File: config.mk
export PLATFORM = sky130hd
export DESIGN_NAME = biphase_mark_edge_decoder
export DESIGN_NICKNAME = d
export VERILOG_FILES = /design/src/bmed_pkg.sv /design/src/bmed_front.sv /design/src/bmed_cmd_queue.sv /design/src/bmed_back.sv /design/src/biphase_mark_edge_decoder.sv
export SDC_FILE = /design/constraint.sdc
export NUM_CORES = 1
export LEC_CHECK = 0
export ABC_CLOCK_PERIOD_IN_PS = 4800
export BUFFER_PORTS_ARGS = -buffer_cell sky130_fd_sc_hd__buf_2
export CORE_MARGIN = 2
export CORE_UTILIZATION = 50
export DETAILED_ROUTE_END_ITERATION = 16
export PLACE_DENSITY = 0.7
export SLEW_MARGIN = 25
export SYNTH_ARGS = -nofsm -noshare
export SYNTH_HDL_FRONTEND = slang
export SYNTH_SLANG_ARGS = --single-unit
File: constraint.sdc
create_clock -name i_clk -period 4.8 [get_ports i_clk]
set_input_delay 0.48 -clock i_clk [delete_from_list [all_inputs] [get_ports i_clk]]
set_output_delay 0.48 -clock i_clk [all_outputs]
set_load 0.01 [all_outputs]
File: src/bmed_pkg.sv
// Shared types and constants for the biphase mark edge decoder.
// No dependencies; imported by every module of the block.
package bmed_pkg;

    localparam int TIME_W    = 32;
    localparam int WIN_W     = 24;
    localparam int CFG_IDX_W = 2;
    localparam int LEVEL_W   = 6;

    // Request function codes
    localparam logic FUNC_EDGE = 1'b0;
    localparam logic FUNC_POP  = 1'b1;

    // Configuration register indexes
    localparam logic [CFG_IDX_W-1:0] REG_FULL_MIN = 2'd0;
    localparam logic [CFG_IDX_W-1:0] REG_FULL_MAX = 2'd1;
    localparam logic [CFG_IDX_W-1:0] REG_HALF_MIN = 2'd2;
    localparam logic [CFG_IDX_W-1:0] REG_HALF_MAX = 2'd3;

    // Configuration reset values
    localparam logic [WIN_W-1:0] FULL_MIN_RST = 24'd1800;
    localparam logic [WIN_W-1:0] FULL_MAX_RST = 24'd2200;
    localparam logic [WIN_W-1:0] HALF_MIN_RST = 24'd800;
    localparam logic [WIN_W-1:0] HALF_MAX_RST = 24'd1200;

    // Command queue between front and back
    localparam int Q_DEPTH = 2;
    localparam int Q_PTR_W = 1;
    localparam int Q_CNT_W = 2;

    typedef struct packed {
        logic              func;
        logic [TIME_W-1:0] edge_time;
    } t_in_req;

    typedef struct packed {
        logic               bit_queued;
        logic               bit_dropped;
        logic               pop_valid;
        logic               pop_bit;
        logic               pop_timeout;
        logic [LEVEL_W-1:0] fill_level;
        logic [LEVEL_W-1:0] peak_fill;
    } t_out_res;

    typedef struct packed {
        logic [WIN_W-1:0] full_min;
        logic [WIN_W-1:0] full_max;
        logic [WIN_W-1:0] half_min;
        logic [WIN_W-1:0] half_max;
    } t_cfg_regs;

    typedef enum logic [1:0] {
        CMD_NOP  = 2'd0,
        CMD_PUSH = 2'd1,
        CMD_POP  = 2'd2
    } t_cmd_kind;

    typedef struct packed {
        t_cmd_kind kind;
        logic      bit_val;
        logic      timeout;
    } t_cmd;

    typedef enum logic [2:0] {
        PH_WAIT  = 3'b001,
        PH_START = 3'b010,
        PH_HALF  = 3'b100
    } t_phase;

endpackage

File: src/bmed_front.sv
// Front end: takes requests, measures edge intervals, runs the decode
// state machine and emits one command per request. Depends on bmed_pkg.
module bmed_front (
    input  logic              i_clk,
    input  logic              i_rst_n,
    input  bmed_pkg::t_cfg_regs i_cfg,
    input  logic              i_req_valid,
    output logic              o_req_ready,
    input  bmed_pkg::t_in_req i_req,
    output logic              o_cmd_valid,
    input  logic              i_cmd_ready,
    output bmed_pkg::t_cmd    o_cmd
);
    import bmed_pkg::*;

    t_phase            r_phase, n_phase;
    logic [TIME_W-1:0] r_prev_edge, n_prev_edge;
    logic [TIME_W-1:0] r_prev_bit, n_prev_bit;

    logic [TIME_W-1:0] interval;
    logic [TIME_W-1:0] spacing;
    logic              full_hit;
    logic              half_hit;
    logic              spacing_ok;
    logic              decoded;
    logic              dec_val;
    logic              fire;

    assign o_req_ready = i_cmd_ready;
    assign o_cmd_valid = i_req_valid;
    assign fire        = i_req_valid && i_cmd_ready;

    assign interval = i_req.edge_time - r_prev_edge;
    assign spacing  = i_req.edge_time - r_prev_bit;

    assign full_hit = (interval >= TIME_W'(i_cfg.full_min))
                   && (interval <= TIME_W'(i_cfg.full_max));
    assign half_hit = (interval >= TIME_W'(i_cfg.half_min))
                   && (interval <= TIME_W'(i_cfg.half_max));
    assign spacing_ok = (spacing >= TIME_W'(i_cfg.full_min))
                     && (spacing <= TIME_W'(i_cfg.full_max));

    always_comb begin
        n_phase     = r_phase;
        n_prev_edge = r_prev_edge;
        n_prev_bit  = r_prev_bit;
        decoded     = 1'b0;
        dec_val     = 1'b0;
        if (i_req.func == FUNC_EDGE) begin
            n_prev_edge = i_req.edge_time;
            unique case (r_phase)
                PH_WAIT: begin
                    n_phase = PH_START;
                end
                PH_START: begin
                    if (full_hit) begin
                        decoded = 1'b1;
                    end else if (half_hit) begin
                        n_phase = PH_HALF;
                    end
                end
                PH_HALF: begin
                    if (half_hit) begin
                        decoded = 1'b1;
                        dec_val = 1'b1;
                    end
                    n_phase = PH_START;
                end
                default: begin
                    n_phase = PH_START;
                end
            endcase
            if (decoded) begin
                n_prev_bit = i_req.edge_time;
            end
        end
    end

    always_comb begin
        o_cmd.bit_val = dec_val;
        o_cmd.timeout = !spacing_ok;
        if (i_req.func == FUNC_POP) begin
            o_cmd.kind = CMD_POP;
        end else if (decoded) begin
            o_cmd.kind = CMD_PUSH;
        end else begin
            o_cmd.kind = CMD_NOP;
        end
    end

    always_ff @(posedge i_clk) begin
        if (!i_rst_n) begin
            r_phase     <= PH_WAIT;
            r_prev_edge <= '0;
            r_prev_bit  <= '0;
        end else if (fire) begin
            r_phase     <= n_phase;
            r_prev_edge <= n_prev_edge;
            r_prev_bit  <= n_prev_bit;
        end
    end

endmodule

File: src/bmed_cmd_queue.sv
// Two-entry command queue that decouples front and back.
// Depends on bmed_pkg.
module bmed_cmd_queue (
    input  logic           i_clk,
    input  logic           i_rst_n,
    input  logic           i_push_valid,
    output logic           o_push_ready,
    input  bmed_pkg::t_cmd i_push_cmd,
    output logic           o_pop_valid,
    input  logic           i_pop_ready,
    output bmed_pkg::t_cmd o_pop_cmd
);
    import bmed_pkg::*;

    t_cmd               r_slot [Q_DEPTH];
    logic [Q_PTR_W-1:0] r_wr_ptr;
    logic [Q_PTR_W-1:0] r_rd_ptr;
    logic [Q_CNT_W-1:0] r_count, n_count;
    logic               push;
    logic               pop;

    assign o_push_ready = (r_count != Q_CNT_W'(Q_DEPTH));
    assign o_pop_valid  = (r_count != '0);
    assign o_pop_cmd    = r_slot[r_rd_ptr];
    assign push         = i_push_valid && o_push_ready;
    assign pop          = o_pop_valid && i_pop_ready;

    always_comb begin
        n_count = r_count;
        case ({push, pop})
            2'b10:   n_count = r_count + 1'b1;
            2'b01:   n_count = r_count - 1'b1;
            default: n_count = r_count;
        endcase
    end

    always_ff @(posedge i_clk) begin
        if (!i_rst_n) begin
            r_wr_ptr <= '0;
            r_rd_ptr <= '0;
            r_count  <= '0;
        end else begin
            r_count <= n_count;
            if (push) begin
                r_wr_ptr <= r_wr_ptr + 1'b1;
            end
            if (pop) begin
                r_rd_ptr <= r_rd_ptr + 1'b1;
            end
        end
    end

    always_ff @(posedge i_clk) begin
        if (push) begin
            r_slot[r_wr_ptr] <= i_push_cmd;
        end
    end

endmodule

File: src/bmed_back.sv
// Back end: executes commands against the bit FIFO, tracks fill and
// peak, and holds the result register. Depends on bmed_pkg.
module bmed_back #(
    parameter int FIFO_DEPTH = 32
) (
    input  logic               i_clk,
    input  logic               i_rst_n,
    input  logic               i_cmd_valid,
    output logic               o_cmd_ready,
    input  bmed_pkg::t_cmd     i_cmd,
    output logic               o_res_valid,
    input  logic               i_res_ready,
    output bmed_pkg::t_out_res o_res
);
    import bmed_pkg::*;

    localparam int PTR_W = $clog2(FIFO_DEPTH);
    localparam int CNT_W = $clog2(FIFO_DEPTH + 1);

    logic [1:0]       r_mem [FIFO_DEPTH];
    logic [1:0]       r_rd_data;
    logic [PTR_W-1:0] r_wr_ptr;
    logic [PTR_W-1:0] r_rd_ptr;
    logic [CNT_W-1:0] r_count, n_count;
    logic [CNT_W-1:0] r_peak, n_peak;

    logic             r_b_valid;
    logic             r_b_queued;
    logic             r_b_dropped;
    logic             r_b_pop_valid;

    logic             go;
    logic             do_write;
    logic             do_read;
    logic             full;
    logic             empty;

    assign o_cmd_ready = !r_b_valid || i_res_ready;
    assign go          = i_cmd_valid && o_cmd_ready;
    assign full        = (r_count == CNT_W'(FIFO_DEPTH));
    assign empty       = (r_count == '0);
    assign do_write    = go && (i_cmd.kind == CMD_PUSH) && !full;
    assign do_read     = go && (i_cmd.kind == CMD_POP) && !empty;

    always_comb begin
        n_count = r_count;
        if (do_write) begin
            n_count = r_count + 1'b1;
        end else if (do_read) begin
            n_count = r_count - 1'b1;
        end
        n_peak = (n_count > r_peak) ? n_count : r_peak;
    end

    always_ff @(posedge i_clk) begin
        if (!i_rst_n) begin
            r_wr_ptr      <= '0;
            r_rd_ptr      <= '0;
            r_count       <= '0;
            r_peak        <= '0;
            r_b_valid     <= 1'b0;
            r_b_queued    <= 1'b0;
            r_b_dropped   <= 1'b0;
            r_b_pop_valid <= 1'b0;
        end else begin
            if (go) begin
                r_count       <= n_count;
                r_peak        <= n_peak;
                r_b_queued    <= do_write;
                r_b_dropped   <= (i_cmd.kind == CMD_PUSH) && full;
                r_b_pop_valid <= do_read;
            end
            if (do_write) begin
                r_wr_ptr <= (r_wr_ptr == PTR_W'(FIFO_DEPTH - 1)) ? '0 : r_wr_ptr + 1'b1;
            end
            if (do_read) begin
                r_rd_ptr <= (r_rd_ptr == PTR_W'(FIFO_DEPTH - 1)) ? '0 : r_rd_ptr + 1'b1;
            end
            if (go) begin
                r_b_valid <= 1'b1;
            end else if (i_res_ready) begin
                r_b_valid <= 1'b0;
            end
        end
    end

    // Bit store: entry = {timeout, value}
    always_ff @(posedge i_clk) begin
        if (do_write) begin
            r_mem[r_wr_ptr] <= {i_cmd.timeout, i_cmd.bit_val};
        end
        if (do_read) begin
            r_rd_data <= r_mem[r_rd_ptr];
        end
    end

    assign o_res_valid       = r_b_valid;
    assign o_res.bit_queued  = r_b_queued;
    assign o_res.bit_dropped = r_b_dropped;
    assign o_res.pop_valid   = r_b_pop_valid;
    assign o_res.pop_bit     = r_b_pop_valid && r_rd_data[0];
    assign o_res.pop_timeout = r_b_pop_valid && r_rd_data[1];
    assign o_res.fill_level  = LEVEL_W'(r_count);
    assign o_res.peak_fill   = LEVEL_W'(r_peak);

endmodule

File: src/biphase_mark_edge_decoder.sv
// Top level of the biphase mark edge decoder: configuration registers,
// front end, command queue and back end. Depends on bmed_pkg and submodules.
//
// Biphase mark decoder fed with edge timestamps (32-bit, microseconds,
// wrapping) and pop requests on one valid/ready request channel; each request
// yields exactly one response on the valid/ready response channel. The front
// end subtracts the previous edge time, checks the interval against the
// whole-bit and half-bit windows, steps the three-phase decode machine and
// flags a decoded bit as a timeout when its distance to the previous decoded
// bit lies outside the whole-bit window. A two-entry command queue sits
// between front and back, so either side may stall on its own. The back end
// owns the FIFO_DEPTH x 2-bit bit store (one write or one registered read
// per cycle), its fill and peak counters, and the response register.
// Throughput: one request per clock, sustained, as long as responses are
// taken. From request accept to response valid a command passes the queue
// slot, then the response register. fill_level and peak_fill are the low
// six bits of the counts. The four window registers are written through a
// plain write port (index 0..3) and should only change while the block is idle.
module biphase_mark_edge_decoder #(
    parameter int FIFO_DEPTH = 32
) (
    input  logic                         i_clk,
    input  logic                         i_rst_n,
    // request channel
    input  logic                         i_req_valid,
    output logic                         o_req_ready,
    input  bmed_pkg::t_in_req            i_req,
    // response channel
    output logic                         o_res_valid,
    input  logic                         i_res_ready,
    output bmed_pkg::t_out_res           o_res,
    // configuration write port
    input  logic                         i_cfg_we,
    input  logic [bmed_pkg::CFG_IDX_W-1:0] i_cfg_idx,
    input  logic [bmed_pkg::WIN_W-1:0]   i_cfg_data
);
    import bmed_pkg::*;

    t_cfg_regs r_cfg;

    logic      f_cmd_valid;
    logic      f_cmd_ready;
    t_cmd      f_cmd;
    logic      q_cmd_valid;
    logic      q_cmd_ready;
    t_cmd      q_cmd;

    // Window registers
    always_ff @(posedge i_clk) begin
        if (!i_rst_n) begin
            r_cfg.full_min <= FULL_MIN_RST;
            r_cfg.full_max <= FULL_MAX_RST;
            r_cfg.half_min <= HALF_MIN_RST;
            r_cfg.half_max <= HALF_MAX_RST;
        end else if (i_cfg_we) begin
            unique case (i_cfg_idx)
                REG_FULL_MIN: r_cfg.full_min <= i_cfg_data;
                REG_FULL_MAX: r_cfg.full_max <= i_cfg_data;
                REG_HALF_MIN: r_cfg.half_min <= i_cfg_data;
                REG_HALF_MAX: r_cfg.half_max <= i_cfg_data;
                default: ;
            endcase
        end
    end

    // Classify each request into a NOP, PUSH or POP command
    bmed_front u_front (
        .i_clk       (i_clk),
        .i_rst_n     (i_rst_n),
        .i_cfg       (r_cfg),
        .i_req_valid (i_req_valid),
        .o_req_ready (o_req_ready),
        .i_req       (i_req),
        .o_cmd_valid (f_cmd_valid),
        .i_cmd_ready (f_cmd_ready),
        .o_cmd       (f_cmd)
    );

    bmed_cmd_queue u_queue (
        .i_clk        (i_clk),
        .i_rst_n      (i_rst_n),
        .i_push_valid (f_cmd_valid),
        .o_push_ready (f_cmd_ready),
        .i_push_cmd   (f_cmd),
        .o_pop_valid  (q_cmd_valid),
        .i_pop_ready  (q_cmd_ready),
        .o_pop_cmd    (q_cmd)
    );

    // FIFO, counters and response register
    bmed_back #(
        .FIFO_DEPTH (FIFO_DEPTH)
    ) u_back (
        .i_clk       (i_clk),
        .i_rst_n     (i_rst_n),
        .i_cmd_valid (q_cmd_valid),
        .o_cmd_ready (q_cmd_ready),
        .i_cmd       (q_cmd),
        .o_res_valid (o_res_valid),
        .i_res_ready (i_res_ready),
        .o_res       (o_res)
    );

endmodule

==> run summary <==
• **signed area change from the synthesized netlist to the final layout** 23.3%
• **Distinct cells, synth** 80
• **CP Cell Sequence** inv_2 -> ha_4 -> nor2b_4 -> o31ai_4 -> a211oi_4 -> nor3_4 -> o21bai_2 -> buf_4 -> xor2_1 -> buf_4 -> ha_4 -> nand2_2 -> or4_4 -> nor4_4 -> o32ai_4 -> or4b_4 -> a211oi_4 -> buf_6 -> buf_12 -> mux2i_2
• **share of layout cells above drive strength 1** 0.217
• **share of synthesized registers carrying an async set or reset** 0
• **weighted congestion reported at the end of routability-driven placement** 0.945
• **depth of the worst register-to-register path** 20
• **starting density of the core** 0.507
• **area of the mapped netlist** 18000 um2
• **vias per cell** 5.69
• **Top-Level Pins** 83
• **Yosys warning count** 0
• **per-instance average area after synthesis** 8.60 um2
• **share of the core filled with cells** 0.625
• **global route total overflow** 0
• **First-pass DRT Iterations** 5
• **largest fanout of any net on the critical path** 6
• **maximum number of pins on one net before global-route repair** 129
• **share of the cycle needed by the critical path after routing** 1.01
• **accumulated negative setup slack** -1.05 ns
• **Antenna Diode Count** 0
• **Critical Path Max Stage Delay** 0.59 ns
• **number of setup violations in the final report** 32
• **transition time of the tightest slew-check pin** 1.03 ns
• **worst-skew pair later-pin latency** 0.59 ns
• **area of the placeable core** 35500 um2
• **TritonCTS Buffers** 29
• **HPWL after DPL** 37700 um
• **Final Worst Setup Slack** -0.0687 ns
• **Row Count** 69
• **Fmax** 205 MHz
• **Pleak** 8.70 nW
• **slowest library cell on the worst path** sky130_fd_sc_hd__or4b_4
• **clock net sink count** 268
• **number of hold-repair buffers added at the cts stage** 0
• **number of nets in the synthesized netlist** 2379
• **number of buffer cells added on primary ports** 82
• **Post-synth top flop** sky130_fd_sc_hd__dfxtp_1
• **setup repair after global routing missed its margin** yes
• **clock-pin transition on the worst setup and hold timing paths** 0.07 ns
• **Pwr Density** 335 nW/um2
• **clock skew** 0.00971 ns
• **buffer depth of the longest clock path** 3
• **maximum VDD drop** 298 uV
• **Vert. Die Dim** 194 um
• **fin area** 22200 um2
• **buffer type at the clock tree root** sky130_fd_sc_hd__clkbuf_16
• **post-detailed-placement cell area** 20200 um2
• **final hold vios** 0
• **number of vias in the routed layout** 16100
• **number of placed cells counting well taps** 2752
• **area of the die** 37500 um2
• **max-slew headroom at the worst pin** 0.310
• **Final #Nets** 2640
• **setup slack of the most critical reg-to-reg path** -0.07 ns
• **number of antenna violations at the first check in global routing** 0
• **count of mapped cells out of synthesis** 2090
• **CTS H-Tree Depth** 1
• **first-pass GRT wire length** 81100 um
• **total chip power** 7.44 mW
• **count of unresolved DRC violations after routing** 0
• **outcome** finished with violations
• **critical path required time** 5.30 ns
• **kind of start point of the critical path** register
• **number of maximum-capacitance violations** 0
• **Non-Filler Instances** 2835
• **data arrival time of the critical path** 5.37 ns
• **Horiz. Die Dim** 194 um
• **number of stages on the worst hold path** 1
• **Routed wire per std cell** 18.1 um
• **total wire length** 51400 um
• **category of the critical setup timing path** register to register
• **vias in the first global route** 15900
• **Max Transition Viols Final** 0
• **GRT Total Usage** 0.265
• **number of enable flip-flop cells after synthesis** 74
• **first-iteration detailed-routing DRC count** 1045
• **register bit count reported by yosys** 268
• **final critical-path required period** 4.87 ns
• **worst hold path class** input pin to register
• **antenna viol nets, final** 0
• **portion of the post-synthesis area used by sequential elements** 0.340
• **clock tree from TritonCTS** yes
• **failing checks** negative setup slack
• **Critical Path Sink Type** register
routing by layer:
metal / routed length [um] / up-vias / global-route usage
met1: 21700 / 7704 / 0.333
li1: - / 7848 / -
met3: 2570 / 129 / 0.0310
met4: 2080 / 0 / 0.105
met2: 25000 / 464 / 0.464
met5: 0 / - / 0
flip-flops by register name, summed over array words and instances (netlist names), named ones only:
name,count
u_back.r_rd_data,2
u_back.o_res_valid,1
u_queue.r_wr_ptr,1
u_queue.r_count,2
u_queue.r_slot,8
u_back.r_count,6
u_front.r_prev_bit,32
u_back.r_b_dropped,1
u_front.r_phase,3
u_back.r_peak,6
u_front.r_prev_edge,32
u_back.r_rd_ptr,5
u_back.r_mem,64
u_queue.r_rd_ptr,1
u_back.r_wr_ptr,5
u_back.r_b_pop_valid,1
r_cfg,96
u_back.r_b_queued,1
layout by cell type, fill, tap and decap left out, types with 42 or more instances in the layout:
cell and instances:
sky130_fd_sc_hd__buf_4 229, sky130_fd_sc_hd__dfxtp_1 188, sky130_fd_sc_hd__ha_1 209, sky130_fd_sc_hd__o21ai_0 60, sky130_fd_sc_hd__a21o_1 54, sky130_fd_sc_hd__nand2_1 394, sky130_fd_sc_hd__buf_2 81, sky130_fd_sc_hd__edfxtp_1 74
sky130_fd_sc_hd__nand4_1 44, sky130_fd_sc_hd__nor2_1 102, sky130_fd_sc_hd__a21oi_1 98, sky130_fd_sc_hd__a21boi_0 123, sky130_fd_sc_hd__inv_1 182, sky130_fd_sc_hd__mux2i_1 42
cells in the mapped netlist (33+ instances only):
cell                       number  area [um2]
sky130_fd_sc_hd__a21boi_0     124         931
sky130_fd_sc_hd__a21o_1        54         405
sky130_fd_sc_hd__a21oi_1      115         576
sky130_fd_sc_hd__clkbuf_1      74         278
sky130_fd_sc_hd__dfxtp_1      194        3880
sky130_fd_sc_hd__edfxtp_1      74        2220
sky130_fd_sc_hd__ha_1         223        2790
sky130_fd_sc_hd__inv_1        184         691
sky130_fd_sc_hd__mux2i_1       43         430
sky130_fd_sc_hd__nand2_1      399        1500
sky130_fd_sc_hd__nand4_1       44         275
sky130_fd_sc_hd__nor2_1       106         398
sky130_fd_sc_hd__o21ai_0       69         345
sky130_fd_sc_hd__xnor2_1       33         289
path summary, 6_finish.rpt:
check / start / end
setup reg to reg: u_front.r_prev_edge[1] / u_front.r_prev_bit[6]
hold reg to reg: u_front.r_prev_bit[27] / u_front.r_prev_bit[27]
setup / recovery: u_front.r_prev_edge[1] / u_front.r_prev_bit[6]
hold / removal: i_req[32] / u_queue.r_slot[0][3]
worst max-delay path, delay by kind of cell (launching register included):
family	cells	cell delay, ns
simple gates	6	1.92
compound gates	5	1.00
buf+inv	5	0.73
fa+ha+maj	2	0.47
flops	1	0.32
mux	1	0.22
xor+xnor	1	0.13
per-stage QoR:
step / hold WS (ns) / setup slack, ns
2_1_floorplan: 0.435 / 0.0146
3_3_place_gp: 0.443 / -0.484
3_5_place_dp: 0.449 / -0.571
4_1_cts: 0.141 / -0.00803
5_1_grt: 0.151 / -0.185
6_report: 0.159 / -0.0687
cell families (layout without fill, tap and decap cells):
group,after synthesis,after routing,share of synthesized area
flip-flops,268,268,0.340
XOR/XNOR,52,52,0.0253
buffers and inverters,274,558,0.0615
multiplexers,67,67,0.0515
adder cells (fa/ha/maj),225,225,0.157
AO/OA/AOI/OAI,501,501,0.189
AND/OR/NAND/NOR,703,703,0.176
timing repair:
item | in CTS | in global routing
setup endpoints to repair | 34 | 34
gates cloned | 3 | 1
pin swaps | 21 | 41
setup buffers | 19 | 10
resized for setup | 57 | 74
layout make-up:
class	count	area (um2)
timing repair buffer	320	2300
clock inverter	18	327
tap	461	577
fill	2978	13300
clock buffer	36	793
inverter	184	691
multi-input combinational	1548	11400
sequential	268	6110
report_power, final:
part,switching (mW),total (mW),leakage [nW],internal [mW]
combinational,1.28,2.34,5.94,1.07
clock,0.991,2.61,0.533,1.61
sequential,0.0592,2.49,2.23,2.43
No activity file was read; power rests on OpenSTA's default activity.
